==> src/design/tkss_pkg.sv <==
// Shared types and constants for the top-k score selection block.
package tkss_pkg;

  localparam int unsigned MAX_KEPT_DEF   = 16;
  localparam int unsigned INDEX_BITS_DEF = 16;
  localparam int unsigned SCORE_W        = 32;
  localparam int unsigned ENTRY_INDEX_W  = 16;
  localparam int unsigned TOP_COUNT_W    = 5;

  // Commands from the controller to the datapath
  typedef struct packed {
    logic load;    // capture the incoming item
    logic insert;  // update the sorted chain with the captured item
    logic emit;    // present the head entry and shift the chain up
  } tkss_cmd_t;

  // Status from the datapath to the controller
  typedef struct packed {
    logic last_item;    // captured item closes the set
    logic remain_zero;  // no entries left to emit
    logic remain_one;   // exactly one entry left to emit
  } tkss_sts_t;

endpackage

==> src/design/tkss_ctrl.sv <==
// Controller state machine for the top-k score selection block.
module tkss_ctrl
  import tkss_pkg::*;
(
  input  logic      clk_i,
  input  logic      rst_ni,
  input  logic      start_i,
  input  tkss_sts_t sts_i,
  output tkss_cmd_t cmd_o,
  output logic      busy_o,
  output logic      last_emit_o
);

  typedef enum logic [2:0] {
    ST_IDLE   = 3'b001,
    ST_INSERT = 3'b010,
    ST_EMIT   = 3'b100
  } state_e;

  state_e state_q, state_d;

  // Sequence: take item, insert it, then drain the chain when the set ends
  always_comb begin
    state_d     = state_q;
    cmd_o       = '0;
    last_emit_o = 1'b0;
    case (state_q)
      ST_IDLE: begin
        if (start_i) begin
          cmd_o.load = 1'b1;
          state_d    = ST_INSERT;
        end
      end
      ST_INSERT: begin
        cmd_o.insert = 1'b1;
        state_d      = sts_i.last_item ? ST_EMIT : ST_IDLE;
      end
      ST_EMIT: begin
        if (sts_i.remain_zero) begin
          state_d = ST_IDLE;
        end else begin
          cmd_o.emit  = 1'b1;
          last_emit_o = sts_i.remain_one;
          if (sts_i.remain_one) begin
            state_d = ST_IDLE;
          end
        end
      end
      default: begin
        state_d = ST_IDLE;
      end
    endcase
  end

  always_ff @(posedge clk_i or negedge rst_ni) begin
    if (!rst_ni) begin
      state_q <= ST_IDLE;
    end else begin
      state_q <= state_d;
    end
  end

  assign busy_o = (state_q != ST_IDLE);

endmodule

==> src/design/tkss_datapath.sv <==
// Datapath: sorted chain of kept entries, set counters and the limit register.
module tkss_datapath
  import tkss_pkg::*;
#(
  parameter int unsigned MAX_KEPT   = MAX_KEPT_DEF,
  parameter int unsigned INDEX_BITS = INDEX_BITS_DEF
) (
  input  logic                     clk_i,
  input  logic                     rst_ni,
  input  tkss_cmd_t                cmd_i,
  output tkss_sts_t                sts_o,
  input  logic [SCORE_W-1:0]       score_i,
  input  logic                     last_item_i,
  input  logic                     cfg_we_i,
  input  logic [TOP_COUNT_W-1:0]   cfg_top_count_i,
  output logic [SCORE_W-1:0]       head_score_o,
  output logic [INDEX_BITS-1:0]    head_index_o
);

  localparam int unsigned CNT_W = $clog2(MAX_KEPT + 1);

  // Entry a ranks ahead of entry b: higher score, then lower index
  function automatic logic ranks_before(input logic [SCORE_W-1:0]    sa,
                                        input logic [INDEX_BITS-1:0] ia,
                                        input logic [SCORE_W-1:0]    sb,
                                        input logic [INDEX_BITS-1:0] ib);
    logic r;
    if (sa != sb) r = (sa > sb);
    else          r = (ia < ib);
    return r;
  endfunction

  logic [SCORE_W-1:0]     cell_score_q [MAX_KEPT];
  logic [SCORE_W-1:0]     cell_score_d [MAX_KEPT];
  logic [INDEX_BITS-1:0]  cell_index_q [MAX_KEPT];
  logic [INDEX_BITS-1:0]  cell_index_d [MAX_KEPT];
  logic [SCORE_W-1:0]     score_q;
  logic [INDEX_BITS-1:0]  index_q;
  logic                   last_q;
  logic [CNT_W-1:0]       count_q, count_d;
  logic [CNT_W-1:0]       remain_q, remain_d;
  logic [INDEX_BITS-1:0]  position_q, position_d;
  logic [TOP_COUNT_W-1:0] top_count_q;

  logic [CNT_W-1:0]    limit;
  logic [CNT_W-1:0]    count_after;
  logic [MAX_KEPT-1:0] ahead, prev_ahead, is_tail, greater;
  logic                full, do_ins, do_rep;

  // Clamp the requested count to 1..MAX_KEPT
  always_comb begin
    if (top_count_q == '0) begin
      limit = CNT_W'(1);
    end else if (32'(top_count_q) > 32'(MAX_KEPT)) begin
      limit = CNT_W'(MAX_KEPT);
    end else begin
      limit = CNT_W'(top_count_q);
    end
  end

  // Compare the new item against every cell at once
  always_comb begin
    for (int k = 0; k < MAX_KEPT; k++) begin
      ahead[k]   = (CNT_W'(k) < count_q) &&
                   ranks_before(cell_score_q[k], cell_index_q[k], score_q, index_q);
      is_tail[k] = (CNT_W'(k + 1) == count_q);
      greater[k] = (score_q > cell_score_q[k]);
    end
    prev_ahead[0] = 1'b0;
    for (int k = 1; k < MAX_KEPT; k++) begin
      prev_ahead[k] = ahead[k-1];
    end
  end

  assign full   = (count_q >= limit);
  assign do_ins = !full && (score_q != '0) && (32'(count_q) < 32'(MAX_KEPT));
  assign do_rep = full && (count_q != '0) && |(greater & is_tail);
  assign count_after = do_ins ? count_q + CNT_W'(1) : count_q;

  // Insert into the sorted chain, or shift it up while emitting
  always_comb begin
    for (int k = 0; k < MAX_KEPT; k++) begin
      cell_score_d[k] = cell_score_q[k];
      cell_index_d[k] = cell_index_q[k];
    end
    if (cmd_i.insert && (do_ins || do_rep)) begin
      for (int k = 0; k < MAX_KEPT; k++) begin
        if (!ahead[k]) begin
          if ((k == 0) || prev_ahead[k]) begin
            cell_score_d[k] = score_q;
            cell_index_d[k] = index_q;
          end else begin
            cell_score_d[k] = cell_score_q[(k == 0) ? 0 : k - 1];
            cell_index_d[k] = cell_index_q[(k == 0) ? 0 : k - 1];
          end
        end
      end
    end else if (cmd_i.emit) begin
      for (int k = 0; k + 1 < MAX_KEPT; k++) begin
        cell_score_d[k] = cell_score_q[k+1];
        cell_index_d[k] = cell_index_q[k+1];
      end
    end
  end

  // Advance set counters; close the set on the last item
  always_comb begin
    count_d    = count_q;
    remain_d   = remain_q;
    position_d = position_q;
    if (cmd_i.insert) begin
      if (last_q) begin
        count_d    = '0;
        position_d = '0;
        remain_d   = (count_after < limit) ? count_after : limit;
      end else begin
        count_d    = count_after;
        position_d = position_q + INDEX_BITS'(1);
      end
    end else if (cmd_i.emit) begin
      remain_d = remain_q - CNT_W'(1);
    end
  end

  always_ff @(posedge clk_i or negedge rst_ni) begin
    if (!rst_ni) begin
      count_q     <= '0;
      remain_q    <= '0;
      position_q  <= '0;
      top_count_q <= TOP_COUNT_W'(1);
      last_q      <= 1'b0;
    end else begin
      count_q    <= count_d;
      remain_q   <= remain_d;
      position_q <= position_d;
      if (cfg_we_i) begin
        top_count_q <= cfg_top_count_i;
      end
      if (cmd_i.load) begin
        last_q <= last_item_i;
      end
    end
  end

  // Hold item and cell payloads
  always_ff @(posedge clk_i) begin
    if (cmd_i.load) begin
      score_q <= score_i;
      index_q <= position_q;
    end
    for (int k = 0; k < MAX_KEPT; k++) begin
      cell_score_q[k] <= cell_score_d[k];
      cell_index_q[k] <= cell_index_d[k];
    end
  end

  assign sts_o.last_item   = last_q;
  assign sts_o.remain_zero = (remain_q == '0);
  assign sts_o.remain_one  = (remain_q == CNT_W'(1));
  assign head_score_o      = cell_score_q[0];
  assign head_index_o      = cell_index_q[0];

endmodule

==> src/design/top_k_score_select_core.sv <==
// Top level of the top-k score selection block.
//
// Input: one score per item, taken at a rising edge where start is high and
// busy is low. The item's position in the current set is its index.
// last_item_i marks the final item of a set.
// Each item is accepted in idle and then passes through the insert state, in which
// the new score is compared against all kept entries in parallel and the
// sorted cell chain shifts to make room.
// After an item marked last, the block emits min(kept, limit) results, limit
// being top_count clamped to 1..MAX_KEPT, best first, one per cycle from the
// head of the chain; last_result_o marks the final one. With nothing kept, the
// block enters the emit state, gives no result and returns to idle.
// result_strobe_o marks each result for exactly one cycle; the receiver
// cannot stall, so results are never held.
// Configuration: cfg_valid writes cfg_top_count_i; cfg_ready is always high.
// Write it only while the block is idle.
// Reset clears the kept count, the stream position and sets top_count to 1.
module top_k_score_select_core
  import tkss_pkg::*;
#(
  parameter int unsigned MAX_KEPT   = MAX_KEPT_DEF,
  parameter int unsigned INDEX_BITS = INDEX_BITS_DEF
) (
  input  logic                     clk_i,
  input  logic                     rst_ni,
  input  logic                     start,
  output logic                     busy,
  input  logic [SCORE_W-1:0]       score_i,
  input  logic                     last_item_i,
  output logic                     result_strobe_o,
  output logic [ENTRY_INDEX_W-1:0] entry_index_o,
  output logic [SCORE_W-1:0]       entry_score_o,
  output logic                     last_result_o,
  input  logic                     cfg_valid,
  output logic                     cfg_ready,
  input  logic [TOP_COUNT_W-1:0]   cfg_top_count_i
);

  tkss_cmd_t             cmd;
  tkss_sts_t             sts;
  logic                  busy_int;
  logic                  last_emit;
  logic [INDEX_BITS-1:0] head_index;

  tkss_ctrl u_ctrl (
    .clk_i       (clk_i),
    .rst_ni      (rst_ni),
    .start_i     (start),
    .sts_i       (sts),
    .cmd_o       (cmd),
    .busy_o      (busy_int),
    .last_emit_o (last_emit)
  );

  tkss_datapath #(
    .MAX_KEPT   (MAX_KEPT),
    .INDEX_BITS (INDEX_BITS)
  ) u_datapath (
    .clk_i           (clk_i),
    .rst_ni          (rst_ni),
    .cmd_i           (cmd),
    .sts_o           (sts),
    .score_i         (score_i),
    .last_item_i     (last_item_i),
    .cfg_we_i        (cfg_valid & cfg_ready),
    .cfg_top_count_i (cfg_top_count_i),
    .head_score_o    (entry_score_o),
    .head_index_o    (head_index)
  );

  // Drive the result channel from the chain head
  assign busy            = busy_int;
  assign cfg_ready       = 1'b1;
  assign result_strobe_o = cmd.emit;
  assign last_result_o   = last_emit;
  assign entry_index_o   = ENTRY_INDEX_W'(head_index);

endmodule

==> config.mk <==
export PLATFORM = sky130hd
export DESIGN_NAME = top_k_score_select_core
export DESIGN_NICKNAME = d
export VERILOG_FILES = /design/src/design/tkss_pkg.sv /design/src/design/tkss_ctrl.sv /design/src/design/tkss_datapath.sv /design/src/design/top_k_score_select_core.sv
export SDC_FILE = /design/constraint.sdc
export NUM_CORES = 2
export LEC_CHECK = 0
export ABC_CLOCK_PERIOD_IN_PS = 7670
export BUFFER_PORTS_ARGS = -buffer_cell sky130_fd_sc_hd__buf_2
export CORE_UTILIZATION = 55
export DETAILED_ROUTE_END_ITERATION = 16
export PLACE_DENSITY_LB_ADDON = 0.25
export SLEW_MARGIN = 10
export SYNTH_ARGS = -nofsm -noshare
export SYNTH_HDL_FRONTEND = slang
export SYNTH_SLANG_ARGS = --single-unit
==> constraint.sdc <==
create_clock -name clk_i -period 7.67 [get_ports clk_i]
set_input_delay 1.534 -clock clk_i [delete_from_list [all_inputs] [get_ports clk_i]]
set_output_delay 1.534 -clock clk_i [all_outputs]
set_load 0.02 [all_outputs]
==> reports/metrics.yaml <==
timing:
  worstMarginPinSlew_ns: 1.44
  hold_viol: 0
  period_share: 0.887
  rsz0062_at_grt: "no"
  fmax_ghz: 0.147
  finClkSkew_ns: 0.0230
  setup_viol: 0
  drv_slew: 0
  setup_tns_ns: 0
  fin_crit_ns: 6.80
  relSlewSlack: 0.0299
logic_synthesis:
  synth.avg_cell_area_um2: 12.8
  yosysUniqueCellTypes: 73
  synth_fp_nets: 5742
  ys_seq_elements: 851
  synth-seq-area-share: 0.403
  async_flop_share: 0.0411
  syn_inst: 4932
  syn_area_mm2: 0.0630
  yosys_warnings: 0
  synth_flop_cell: "edfxtp_1"
  synth_edf_count: 816
cts:
  cts-root-buf: "clkbuf_16"
  clk_pin_slew_worst_paths_ns: 0.06
  cts_setup_buffers: 0
  clock_latency_ns: 0.71
  clkSinkCount: 851
  postCtsResizedCells: 0
  cts_inserted_buffers: 101
  cts-htree-levels: 3
  cts_max_path_buffers: 3
  cts_tree: "built"
  cts_hold_buf: 0
detailed_routing:
  vias: 42900
  finalWirelength_um: 181000
  drtIter0Drc: 3667
  drtPass1Iterations: 6
  routedWlPerCell_um: 27.5
  drtAntennaViolNets: 0
  avgViaCountPerCell: 6.53
  drcViolationCount: 0
worst_setup_path:
  worstSetupPathType: "reg2reg"
  cp_max_fo: 102
  endpoint_kind: "register"
  worst_ep_arrival_time_ns: 7.25
  worstPathRequired_ns: 8.12
  critPathLaunchType: "register"
floorplanning:
  initial_core_util: 0.557
  io_pins: 94
  dieArea_mm2: 0.116
  rows: 123
  fp.dieH_um: 340
  coreArea_mm2: 0.113
  die_w_um: 340
final_layout:
  drive_gt1_frac: 0.315
  fillCellCount: 8817
  syn_to_final_growth_pct: 8.64
  nets: 5780
  stdcell_area_mm2: 0.0684
placed_design:
  dpl.hpwl_um: 132000
  placed_area_mm2: 0.0651
  portBuffers: 92
  gp_congestion: 0.974
power_and_ir_drop:
  p_sw_mw: 7.93
  leakage_nw: 26.2
  p_sw_frac: 0.373
  p_int_mw: 13.3
  vdd_drop_max_uv: 208
  clkPwrFrac: 0.229
  p_comb_frac: 0.418
  powerDensity_mw_per_mm2: 311
  seqPwrFrac: 0.353
grt:
  grt_pass1_wl_um: 270000
  overflow: 0
  antenna_found_initial: 7
  grt_usage: 0.306
  grt_max_degree: 116
  grt_pass1_vias: 43700
worst_hold_path:
  hp-class: "reg2reg"
run:
  cap_violations: 0
run_status:
  status: "finished, final reports clean"
routing by layer:
metal	vias up	global-route usage	part of all wire
met5	-	0	0.00081
met4	4	0.150	0.051
met3	416	0.0592	0.070
met2	1587	0.507	0.47
met1	21400	0.381	0.40
li1	19400	-	-
registers in the layout, indices dropped and copies added, names as in the netlist, 3 cells and up:
name,cells
u_datapath.cell_score_q,512
u_datapath.cell_index_q,256
u_datapath.score_q,32
u_datapath.index_q,16
u_datapath.position_q,16
u_datapath.count_q,5
u_datapath.remain_q,5
u_datapath.top_count_q,5
u_ctrl.state_q,3
synthesized netlist by cell type, types with 6 or more instances:
library cell	count	area share
mux2_4	400	0.095
nor3_1	33	0.0026
nand2b_1	22	0.0022
buf_4	51	0.0061
inv_1	163	0.0097
and4_1	19	0.0026
a21oi_1	266	0.021
a221o_1	53	0.0084
nor4_1	40	0.0040
a221oi_1	8	0.0011
xor2_1	7	0.00097
a21boi_0	11	0.0013
nand2_1	159	0.0095
ha_1	768	0.15
dfrtp_1	33	0.013
buf_1	25	0.0015
clkbuf_1	148	0.0088
o31ai_1	9	0.0011
or3_1	6	0.00060
o21a_1	11	0.0013
edfxtp_1	816	0.39
o22ai_1	7	0.00070
o31a_1	6	0.00083
buf_2	18	0.0014
o2111ai_1	8	0.0011
a211oi_1	33	0.0039
a31oi_1	12	0.0012
mux2i_1	222	0.035
a22o_1	50	0.0070
a21o_1	87	0.010
nand3_1	58	0.0046
and3_1	10	0.00099
o21ai_0	157	0.012
a2111oi_0	20	0.0028
nor2b_1	31	0.0031
mux2_1	9	0.0016
o211ai_1	29	0.0035
buf_6	44	0.0079
mux2_2	775	0.14
nor2_1	101	0.0060
nand4_1	134	0.013
final timing paths:
path | slack [ns] | cells past startpoint | start | to
max | 0.87 | 15 | u_datapath.score_q[15] | u_datapath.cell_index_q[0][24]
min | 0.47 | 0 | u_datapath.position_q[15] | u_datapath.index_q[15]
max reg2reg | 0.87 | 15 | u_datapath.score_q[15] | u_datapath.cell_index_q[0][24]
min reg2reg | 0.47 | 0 | u_datapath.position_q[15] | u_datapath.index_q[15]
max in group asynchronous | 6.20 | 1 | rst_ni | u_datapath.top_count_q[1]
min in group asynchronous | 0.93 | 1 | rst_ni | u_datapath.position_q[5]
power by group through the flow:
stage / clock [mW] / combinational, mW / sequential [mW]
finish: 4.87 / 8.89 / 7.50
global route: 5.08 / 9.59 / 7.57
CTS: 4.94 / 8.77 / 7.46
detailed placement: 0 / 8.73 / 7.55
global placement: 0 / 8.42 / 7.52
floorplan: 0 / 6.34 / 7.27
kinds of logic (layout without fill, tap and decap cells):
logic type | Yosys count | in the layout | share of synthesized area
compound gates | 804 | 804 | 0.0834
xor+xnor | 11 | 11 | 0.00153
simple gates | 642 | 642 | 0.0530
flops | 851 | 851 | 0.403
mux | 1406 | 1406 | 0.271
other cells | 1 | 3 | 0.0000596
fa+ha+maj | 768 | 768 | 0.153
buf+inv | 449 | 574 | 0.0354
layout make-up:
class,instances,area (um^2),area share
clock inverters,60,533,0.00779
flip-flops and latches,851,25400,0.371
multi-input cells,3632,35600,0.521
repair buffers,221,1600,0.0234
diodes,2,5.00,0.0000732
clock buffers,130,2750,0.0402
well taps,1500,1880,0.0274
inverters,163,612,0.00894
through the flow:
step	utilization	cells	hold WS (ns)	setup WS, ns	total power, mW
3_5_place_dp	0.576	6367	0.457	1.13	16.3
4_1_cts	0.605	6557	0.476	1.11	21.2
5_1_grt	0.606	6557	0.491	0.816	22.2
6_report	0.606	6559	0.473	0.869	21.3
3_3_place_gp	0.576	6367	0.454	1.14	15.9
2_1_floorplan	-	4932	0.444	0.269	13.6
cell usage in the layout, fill, tap and decap left out, types with 9 or more instances in the layout:
| master | Yosys | layout |
|---|---|---|
| clkinv_2 | 0 | 17 |
| a21boi_0 | 11 | 11 |
| buf_4 | 51 | 115 |
| mux2_1 | 9 | 9 |
| a211oi_1 | 33 | 33 |
| clkbuf_16 | 0 | 106 |
| a21o_1 | 87 | 79 |
| o21ai_4 | 0 | 14 |
| a22o_1 | 50 | 50 |
| buf_12 | 0 | 14 |
| ha_1 | 768 | 768 |
| mux2i_1 | 222 | 222 |
| nor4_1 | 40 | 39 |
| and4_1 | 19 | 19 |
| dfrtp_1 | 33 | 33 |
| o21a_1 | 11 | 11 |
| nand2b_1 | 22 | 22 |
| nand2_1 | 159 | 159 |
| a221o_1 | 53 | 53 |
| nor2b_1 | 31 | 31 |
| nor3_1 | 33 | 32 |
| nor2_1 | 101 | 100 |
| inv_1 | 163 | 163 |
| and3_1 | 10 | 10 |
| edfxtp_1 | 816 | 816 |
| o21ai_0 | 157 | 147 |
| a21oi_1 | 266 | 264 |
| clkinvlp_4 | 0 | 9 |
| a2111oi_0 | 20 | 17 |
| a31oi_1 | 12 | 12 |
| clkbuf_1 | 148 | 23 |
| nand3_1 | 58 | 58 |
| mux2_2 | 775 | 775 |
| o211ai_1 | 29 | 29 |
| nand4_1 | 134 | 134 |
| mux2_4 | 400 | 400 |
| buf_2 | 18 | 92 |
| clkinv_1 | 0 | 18 |
worst max-delay path, stage by stage, from the launching register on:
cell	delay [ns]
edfxtp_1	0.35
buf_4	0.25
inv_1	0.44
buf_4	0.31
ha_1	0.27
nand4_1	0.19
nor3_1	0.16
a21boi_0	0.15
o41ai_1	1.15
o211ai_1	0.61
nor2_1	0.23
a2111o_1	0.17
o31a_2	0.77
buf_12	0.62
buf_4	0.40
mux2_4	0.33
Note: power is estimated with default switching activity, not from simulation.
